**src/design/ss_pkg.sv**
```systemverilog
// shared constants and types for the substring search core
package ss_pkg;

   localparam int PATTERN_MAX   = 16;
   localparam int POSITION_BITS = 16;

   localparam int CHAR_BITS     = 8;
   localparam int PATTERN_BITS  = 64;
   localparam int PLEN_BITS     = 5;
   localparam int OUT_POS_BITS  = 16;
   localparam int CSR_IDX_BITS  = 2;

   localparam int LEN_BITS      = $clog2(PATTERN_MAX + 1);
   localparam int IDX_BITS      = (PATTERN_MAX > 1) ? $clog2(PATTERN_MAX) : 1;
   localparam int HIST_DEPTH    = (PATTERN_MAX > 1) ? PATTERN_MAX - 1 : 1;
   localparam int POS_EXT_BITS  = (POSITION_BITS > OUT_POS_BITS) ? POSITION_BITS : OUT_POS_BITS;

   localparam logic [CSR_IDX_BITS-1:0] CSR_PATTERN_LOW    = 2'd0;
   localparam logic [CSR_IDX_BITS-1:0] CSR_PATTERN_HIGH   = 2'd1;
   localparam logic [CSR_IDX_BITS-1:0] CSR_PATTERN_LENGTH = 2'd2;

   typedef logic [CHAR_BITS-1:0] char_type;
   typedef logic [PATTERN_MAX-1:0][CHAR_BITS-1:0] bytes_type;
   typedef logic [LEN_BITS-1:0] len_type;

endpackage

```
**src/design/ss_window_cmp.sv**
```systemverilog
// parallel compare of the text window against the active pattern bytes
module ss_window_cmp
   import ss_pkg::*;
(
   input  bytes_type window,
   input  bytes_type pattern,
   input  len_type   len,
   output logic      equal
);

   // window[k] is the text byte k places back; it lines up with pattern byte len-1-k
   always_comb begin
      logic [PATTERN_MAX-1:0] ok;
      len_type                sel;
      for (int k = 0; k < PATTERN_MAX; k++) begin
         sel = len - LEN_BITS'(k) - LEN_BITS'(1);
         if (LEN_BITS'(k) < len) begin
            ok[k] = (pattern[sel[IDX_BITS-1:0]] == window[k]);
         end else begin
            ok[k] = 1'b1;
         end
      end
      equal = &ok;
   end

endmodule

```
**src/design/substring_search_core.sv**
```systemverilog
// substring search core: streaming first-match search of a short pattern
// a word accepted goes into the input register, and its result into the result register once that is free
// throughput: one text word per cycle while the result side does not stall; the window compare is combinational
// the input register is freed whenever the result register is empty or being taken
// reset (synchronous, active high) clears pattern registers, history, count and valids
// an empty pattern matches at position 1; no result pending is lost across stalls
module substring_search_core
   import ss_pkg::*;
(
   input  logic                     clock,
   input  logic                     reset,

   input  logic                     req_valid,
   output logic                     req_stall,
   input  logic [CHAR_BITS-1:0]     req_text_char,
   input  logic                     req_last_of_text,
   input  logic                     req_empty_text,

   output logic                     rsp_valid,
   input  logic                     rsp_stall,
   output logic [OUT_POS_BITS-1:0]  rsp_match_position,
   output logic                     rsp_found,

   input  logic                     csr_valid,
   output logic                     csr_ready,
   input  logic [CSR_IDX_BITS-1:0]  csr_index,
   input  logic [PATTERN_BITS-1:0]  csr_data
);

   localparam logic [POSITION_BITS-1:0] POS_LIMIT   = '1;
   localparam logic [POS_EXT_BITS-1:0]  OUT_POS_MAX = POS_EXT_BITS'({OUT_POS_BITS{1'b1}});

   // configuration
   logic [PATTERN_BITS-1:0] pat_low_ff,  pat_low_in;
   logic [PATTERN_BITS-1:0] pat_high_ff, pat_high_in;
   logic [PLEN_BITS-1:0]    plen_ff,     plen_in;

   // input register
   logic                    in_valid_ff, in_valid_in;
   char_type                in_char_ff,  in_char_in;
   logic                    in_last_ff,  in_last_in;
   logic                    in_empty_ff, in_empty_in;

   // text state
   char_type                hist_ff [HIST_DEPTH];
   char_type                hist_in [HIST_DEPTH];
   logic [POSITION_BITS-1:0] count_ff, count_in;
   logic                    reported_ff, reported_in;

   // result register
   logic                    out_valid_ff, out_valid_in;
   logic [OUT_POS_BITS-1:0] out_pos_ff,   out_pos_in;
   logic                    out_found_ff, out_found_in;

   logic                    out_free;
   logic                    advance;
   logic                    req_take;
   len_type                 len;
   bytes_type               window;
   bytes_type               pattern;
   logic                    window_eq;
   logic [POSITION_BITS-1:0] count_next;
   logic                    hit;
   logic                    emit;
   logic [POSITION_BITS-1:0] pos_full;
   logic [POS_EXT_BITS-1:0] pos_ext;

   assign csr_ready = 1'b1;

   always_comb begin
      pat_low_in  = pat_low_ff;
      pat_high_in = pat_high_ff;
      plen_in     = plen_ff;
      if (csr_valid && csr_ready) begin
         case (csr_index)
            CSR_PATTERN_LOW:    pat_low_in  = csr_data;
            CSR_PATTERN_HIGH:   pat_high_in = csr_data;
            CSR_PATTERN_LENGTH: plen_in     = csr_data[PLEN_BITS-1:0];
            default: ;
         endcase
      end
   end

   // handshake
   assign out_free  = !out_valid_ff || !rsp_stall;
   assign advance   = in_valid_ff && out_free;
   assign req_stall = in_valid_ff && !out_free;
   assign req_take  = req_valid && !req_stall;

   always_comb begin
      in_valid_in = in_valid_ff;
      in_char_in  = in_char_ff;
      in_last_in  = in_last_ff;
      in_empty_in = in_empty_ff;
      if (req_take) begin
         in_valid_in = 1'b1;
         in_char_in  = req_text_char;
         in_last_in  = req_last_of_text;
         in_empty_in = req_empty_text;
      end else if (advance) begin
         in_valid_in = 1'b0;
      end
   end

   // active pattern length, clamped to the window size
   assign len = (PLEN_BITS'(PATTERN_MAX) < plen_ff) ? LEN_BITS'(PATTERN_MAX)
                                                    : LEN_BITS'(plen_ff);

   // byte 0 sits in the lowest bits of the low register
   assign pattern = {pat_high_ff, pat_low_ff};

   always_comb begin
      window[0] = in_char_ff;
      for (int k = 1; k < PATTERN_MAX; k++) begin
         window[k] = hist_ff[k-1];
      end
   end

   ss_window_cmp u_cmp (
      .window  (window),
      .pattern (pattern),
      .len     (len),
      .equal   (window_eq)
   );

   assign count_next = (count_ff == POS_LIMIT) ? count_ff : count_ff + POSITION_BITS'(1);

   assign hit = !reported_ff &&
                ((len == '0) || ((count_next >= POSITION_BITS'(len)) && window_eq));

   assign pos_full = (len == '0)              ? POSITION_BITS'(1) :
                     (count_next == POS_LIMIT) ? POS_LIMIT :
                     count_next - POSITION_BITS'(len) + POSITION_BITS'(1);
   assign pos_ext  = POS_EXT_BITS'(pos_full);

   assign emit = in_empty_ff || hit || (in_last_ff && !reported_ff);

   always_comb begin
      hist_in     = hist_ff;
      count_in    = count_ff;
      reported_in = reported_ff;
      if (advance) begin
         if (in_empty_ff || in_last_ff) begin
            for (int k = 0; k < HIST_DEPTH; k++) begin
               hist_in[k] = '0;
            end
            count_in    = '0;
            reported_in = 1'b0;
         end else begin
            for (int k = 1; k < HIST_DEPTH; k++) begin
               hist_in[k] = hist_ff[k-1];
            end
            hist_in[0]  = in_char_ff;
            count_in    = count_next;
            reported_in = reported_ff || hit;
         end
      end
   end

   always_comb begin
      out_valid_in = out_free ? (advance && emit) : out_valid_ff;
      out_pos_in   = out_pos_ff;
      out_found_in = out_found_ff;
      if (advance) begin
         if (in_empty_ff) begin
            out_found_in = (len == '0);
            out_pos_in   = OUT_POS_BITS'(len == '0);
         end else if (hit) begin
            out_found_in = 1'b1;
            out_pos_in   = (pos_ext > OUT_POS_MAX) ? OUT_POS_MAX[OUT_POS_BITS-1:0]
                                                   : pos_ext[OUT_POS_BITS-1:0];
         end else begin
            out_found_in = 1'b0;
            out_pos_in   = '0;
         end
      end
   end

   always_ff @(posedge clock) begin
      if (reset) begin
         pat_low_ff   <= '0;
         pat_high_ff  <= '0;
         plen_ff      <= '0;
         in_valid_ff  <= 1'b0;
         out_valid_ff <= 1'b0;
         count_ff     <= '0;
         reported_ff  <= 1'b0;
         for (int k = 0; k < HIST_DEPTH; k++) begin
            hist_ff[k] <= '0;
         end
      end else begin
         pat_low_ff   <= pat_low_in;
         pat_high_ff  <= pat_high_in;
         plen_ff      <= plen_in;
         in_valid_ff  <= in_valid_in;
         out_valid_ff <= out_valid_in;
         count_ff     <= count_in;
         reported_ff  <= reported_in;
         hist_ff      <= hist_in;
      end
   end

   always_ff @(posedge clock) begin
      in_char_ff   <= in_char_in;
      in_last_ff   <= in_last_in;
      in_empty_ff  <= in_empty_in;
      out_pos_ff   <= out_pos_in;
      out_found_ff <= out_found_in;
   end

   assign rsp_valid          = out_valid_ff;
   assign rsp_match_position = out_pos_ff;
   assign rsp_found          = out_found_ff;

   // a miss always reports position zero
   a_miss_pos_zero: assert property (@(posedge clock) disable iff (reset)
      out_valid_ff && !out_found_ff |-> out_pos_ff == '0)
      else $error("miss result with nonzero position");

   // a hit never reports position zero
   a_hit_pos_nonzero: assert property (@(posedge clock) disable iff (reset)
      out_valid_ff && out_found_ff |-> out_pos_ff != '0)
      else $error("hit result with zero position");

   // the input side only stalls while holding a word
   a_stall_needs_word: assert property (@(posedge clock) disable iff (reset)
      req_stall |-> in_valid_ff)
      else $error("input stalled with empty input register");

   // a reported text has seen at least one byte
   a_reported_count: assert property (@(posedge clock) disable iff (reset)
      reported_ff |-> count_ff != '0)
      else $error("reported flag set with zero count");

   // a held result stays put while stalled
   a_result_held: assert property (@(posedge clock) disable iff (reset)
      out_valid_ff && rsp_stall |=> out_valid_ff && $stable(out_pos_ff) && $stable(out_found_ff))
      else $error("stalled result changed");

endmodule

```
**config.mk**
```make
export PLATFORM = sky130hd
export DESIGN_NAME = substring_search_core
export DESIGN_NICKNAME = d
export VERILOG_FILES = /design/src/design/ss_pkg.sv /design/src/design/ss_window_cmp.sv /design/src/design/substring_search_core.sv
export SDC_FILE = /design/constraint.sdc
export NUM_CORES = 1
export LEC_CHECK = 0
export BUFFER_PORTS_ARGS = -buffer_cell sky130_fd_sc_hd__buf_2
export CAP_MARGIN = 20
export CORE_AREA = 2 2 201 203
export DETAILED_ROUTE_END_ITERATION = 6
export DIE_AREA = 0 0 203 205
export MAX_ROUTING_LAYER = met4
export PLACE_DENSITY = 0.72
export SYNTH_ARGS = -nofsm -noshare
export SYNTH_HDL_FRONTEND = slang
export SYNTH_SLANG_ARGS = --single-unit
```
**constraint.sdc**
```tcl
create_clock -name clock -period 7.2 [get_ports clock]
set_input_delay 0.72 -clock clock [delete_from_list [all_inputs] [get_ports clock]]
set_output_delay 0.72 -clock clock [all_outputs]
set_load 0.005 [all_outputs]
```
==> results by group <==
Setup path
  • Crit path to: rsp_match_position[4]
  • Worst R2R Start: plen_ff[4]
  • Slowest CP cell: nor4_1
  • Data required, critical path: about 7.6 ns
  • Worst r2r dst: rsp_match_position[4]
  • Max incr delay on CP: 0.74 ns
  • Worst setup SP type: flop
  • Crit path cell chain: nand2b_4 -> inv_2 -> ha_1 -> xnor2_4 -> buf_12 -> mux2i_1 -> a22oi_1 -> and3_1 -> nor4_1 -> nand4_1 -> a2111o_1 -> or3_4 -> o31ai_4 -> nand4_2 -> a21oi_1
  • Critical path type: reg2reg
  • CP arrival: approximately 6.6 ns
  • Crit path from: plen_ff[4]
  • Crit-path max FO: 64
  • Reg2reg path depth: 15
  • R2R Setup Slk: just under 1 ns
  • Worst Setup End Kind: flop

Floorplan
  • Std-Cell Rows: 73
  • Floorplan die height: roughly 200 microns
  • Core Area: between 0.03 and 0.04 sq mm
  • Die Wd: between 200 and 250 microns
  • Die ar.: 0.0416 sq mm
  • Initial Util: around 54%
  • IO Pins: 101

Cells and area
  • Commonest non-fill, non-tap cell in the layout: nand2_1
  • Area Growth Syn to Fin: 8.69%
  • Nets: roughly 2700
  • Most frequent cells in the layout: nand2_1 (497), a21oi_1 (311), mux2i_1 (291)
  • Proportion of layout cells with a drive suffix above 1: between 10 and 15%

Synthesis
  • Syn nets: between 2000 and 3000
  • Syn avg cell area: between 8 and 9 sq um
  • Syn. warnings: 0
  • Post-synthesis sequential area ratio: between 20% and 30%
  • Post-synth EDFFs: 27
  • Area share of the largest cell type after synthesis: 25.5%
  • Main synth FF type: dfxtp_1
  • Top cells by area, synth: dfxtp_1 (26%), mux2i_1 (14%), nand2_1 (8.8%)
  • Distinct cell type count after synthesis: 86
  • Mapped Area: ~0.021 sq mm
  • Synth area leader: dfxtp_1
  • Synthesized flop and latch total: between 200 and 300
  • Syn Inst Count: about 2600
  • Async SR Flop Fraction: 0%

Timing
  • Tmin final: approximately 6.2 ns
  • Setup WS post-layout: between 0.9 and 1 ns
  • Hold WS: 0.341 ns
  • Final period util: between 80% and 90%
  • Slew @ Worst Pin: 1.27 ns
  • FMAX: 0.161 GHz
  • Slew Viols, Final: 0
  • Clock Skews: about 0.026 ns
  • Final setup TNS: 0 ns
  • Hold Violations, Final: 0
  • Final-report setup violation count: 0
  • Relative slew margins: approximately 15%
  • RSZ-0062 raised after global routing: false

Global routing
  • GRT Total Usage: between 40 and 50%
  • Gr ovfl total: 0
  • Antenna violations before repair: 1
  • First-pass GRT wire length: about 130000 microns
  • Vias in the first global route: between 15000 and 20000
  • Largest net degree at the start of global routing: 98

Clocking
  • Post-CTS Hold Buffers: 0
  • Worst-skew pair later-pin latency: between 0.5 and 0.6 ns
  • CTS clk-pin slew, worst paths: roughly 0.070 ns
  • Clock sinks: 299
  • Post-CTS Setup Bufs: 0
  • TritonCTS Buffers: 34
  • TritonCTS clock tree: built
  • CTS root buf: clkbuf_16
  • CTS max path bufs: 3
  • H-tree Lvls: 2
  • Post-CTS Resized: 0

Power
  • Leakage power: between 9 and 10 nW
  • Clk pwr share: between 40% and 50%
  • Internal power: 3.06 mW
  • PwrDens: between 150 and 200 mW/mm^2
  • Part of the power in registers: ~40%
  • Switching power: ~1.4 mW
  • Max IR drop VDD: around 0.20 mV
  • Gate power share: 19.5%
  • Switching Share: 30.9%

Route
  • Drt first-iter violations: around 2800
  • DRC viols: 0
  • DRT Pass-1 Iters: 6
  • Detail Route Antenna Nets: 0
  • WL per Instance: 29.1 microns
  • DR vias/cell: just under 7
  • Vias: approximately 22000
  • Routed WL: slightly above 90000 microns

Job
  • Max-cap viol count: 0

Place
  • Final GP Congestion: about 1.1
  • Hpwl dp: 69800 microns
  • Number of buffers added on ports: a little under 100
  • DP Worst Slack: ~1.3 ns

Min path
  • Worst hold-check path type: in2reg

Status
  • Status: completed
[worst min-delay path by stage]
stage,cells past startpoint,slack (ns),to,from
after CTS,1,0.32,in_char_ff[1],req_text_char[1]
after global placement,2,0.46,hist_ff[5],hist_ff[5]
after detailed placement,2,0.46,hist_ff[5],hist_ff[5]
after floorplan,2,0.44,hist_ff[2],hist_ff[2]
final,1,0.34,in_char_ff[1],req_text_char[1]
after global routing,1,0.33,in_char_ff[1],req_text_char[1]
[through the flow]
stage | power (mW) | area [sq um] | util (%) | cells
2_1_floorplan | 2.33 | 21300 | - | 2649
3_3_place_gp | 2.63 | 22100 | 56.1 | 3105
3_5_place_dp | 2.64 | 22100 | 56.1 | 3105
4_1_cts | 4.39 | 23200 | 58.9 | 3165
5_1_grt | 4.53 | 23200 | 58.9 | 3166
6_report | 4.42 | 23200 | 58.9 | 3166
[cell type report]
type | count | area, sq um
Fill cell | 3562 | 16200
Multi-Input combinational cell | 2090 | 14100
Sequential cell | 299 | 6260
Clock buffer | 54 | 1060
Timing Repair Buffer | 146 | 882
Tap cell | 525 | 657
Inverter | 45 | 174
Clock inverter | 6 | 65.1
Antenna cell | 1 | 2.50
[power groups by stage]
stage / logic [mW] / registers (mW) / clock network (mW)
floorplan: 0.557 / 1.78 / 0
global placement: 0.819 / 1.81 / 0
detailed placement: 0.827 / 1.81 / 0
CTS: 0.830 / 1.77 / 1.78
global route: 0.903 / 1.78 / 1.85
finish: 0.864 / 1.78 / 1.78
[state kept, by name, indices dropped and copies added, names as in the netlist, 5 cells and up]
name	count
plen_ff	5
pat_high_ff	64
in_char_ff	8
hist_ff	120
pat_low_ff	64
count_ff	16
rsp_match_position	16
[synth_stat cells, types with 27 or more instances]
master,number
a21oi_1,311
a22oi_1,153
buf_1,28
buf_2,37
clkbuf_1,145
dfxtp_1,272
edfxtp_1,27
ha_1,44
inv_1,40
mux2i_1,291
mux4_2,30
nand2_1,498
nand3_1,139
nor2_1,73
o21ai_0,28
o22ai_1,51
xnor2_1,81
xor2_1,61
[routing by layer]
| layer | track usage, % | wire length, microns | vias up |
|---|---|---|---|
| met3 | 10.7 | 10200 | 320 |
| met1 | 54.3 | 35100 | 10400 |
| li1 | - | - | 9542 |
| met4 | 26.2 | 6820 | 0 |
| met2 | 68.0 | 40100 | 1399 |
| met5 | - | 0 | - |
[critical path: cells and delay by family, from the launching register on]
kind / cells / cell delay [ns]
AOI/OAI and AO/OA: 4 / 1.29
and+or+nand+nor: 6 / 2.71
muxes: 1 / 0.35
buffers and inverters: 2 / 0.62
DFF: 1 / 0.45
xor gates and xnor gates: 1 / 0.20
adders and majority gates: 1 / 0.31
[kinds of logic after synthesis]
kind of cell | share of synthesized area (%)
AOI/OAI and AO/OA | 20.2
adders and majority gates | 2.77
xor gates and xnor gates | 6.16
buffers and inverters | 4.92
DFF | 29.3
and+or+nand+nor | 18.5
other | 0.0176
muxes | 18.2
(Power assumes the default switching activity.)
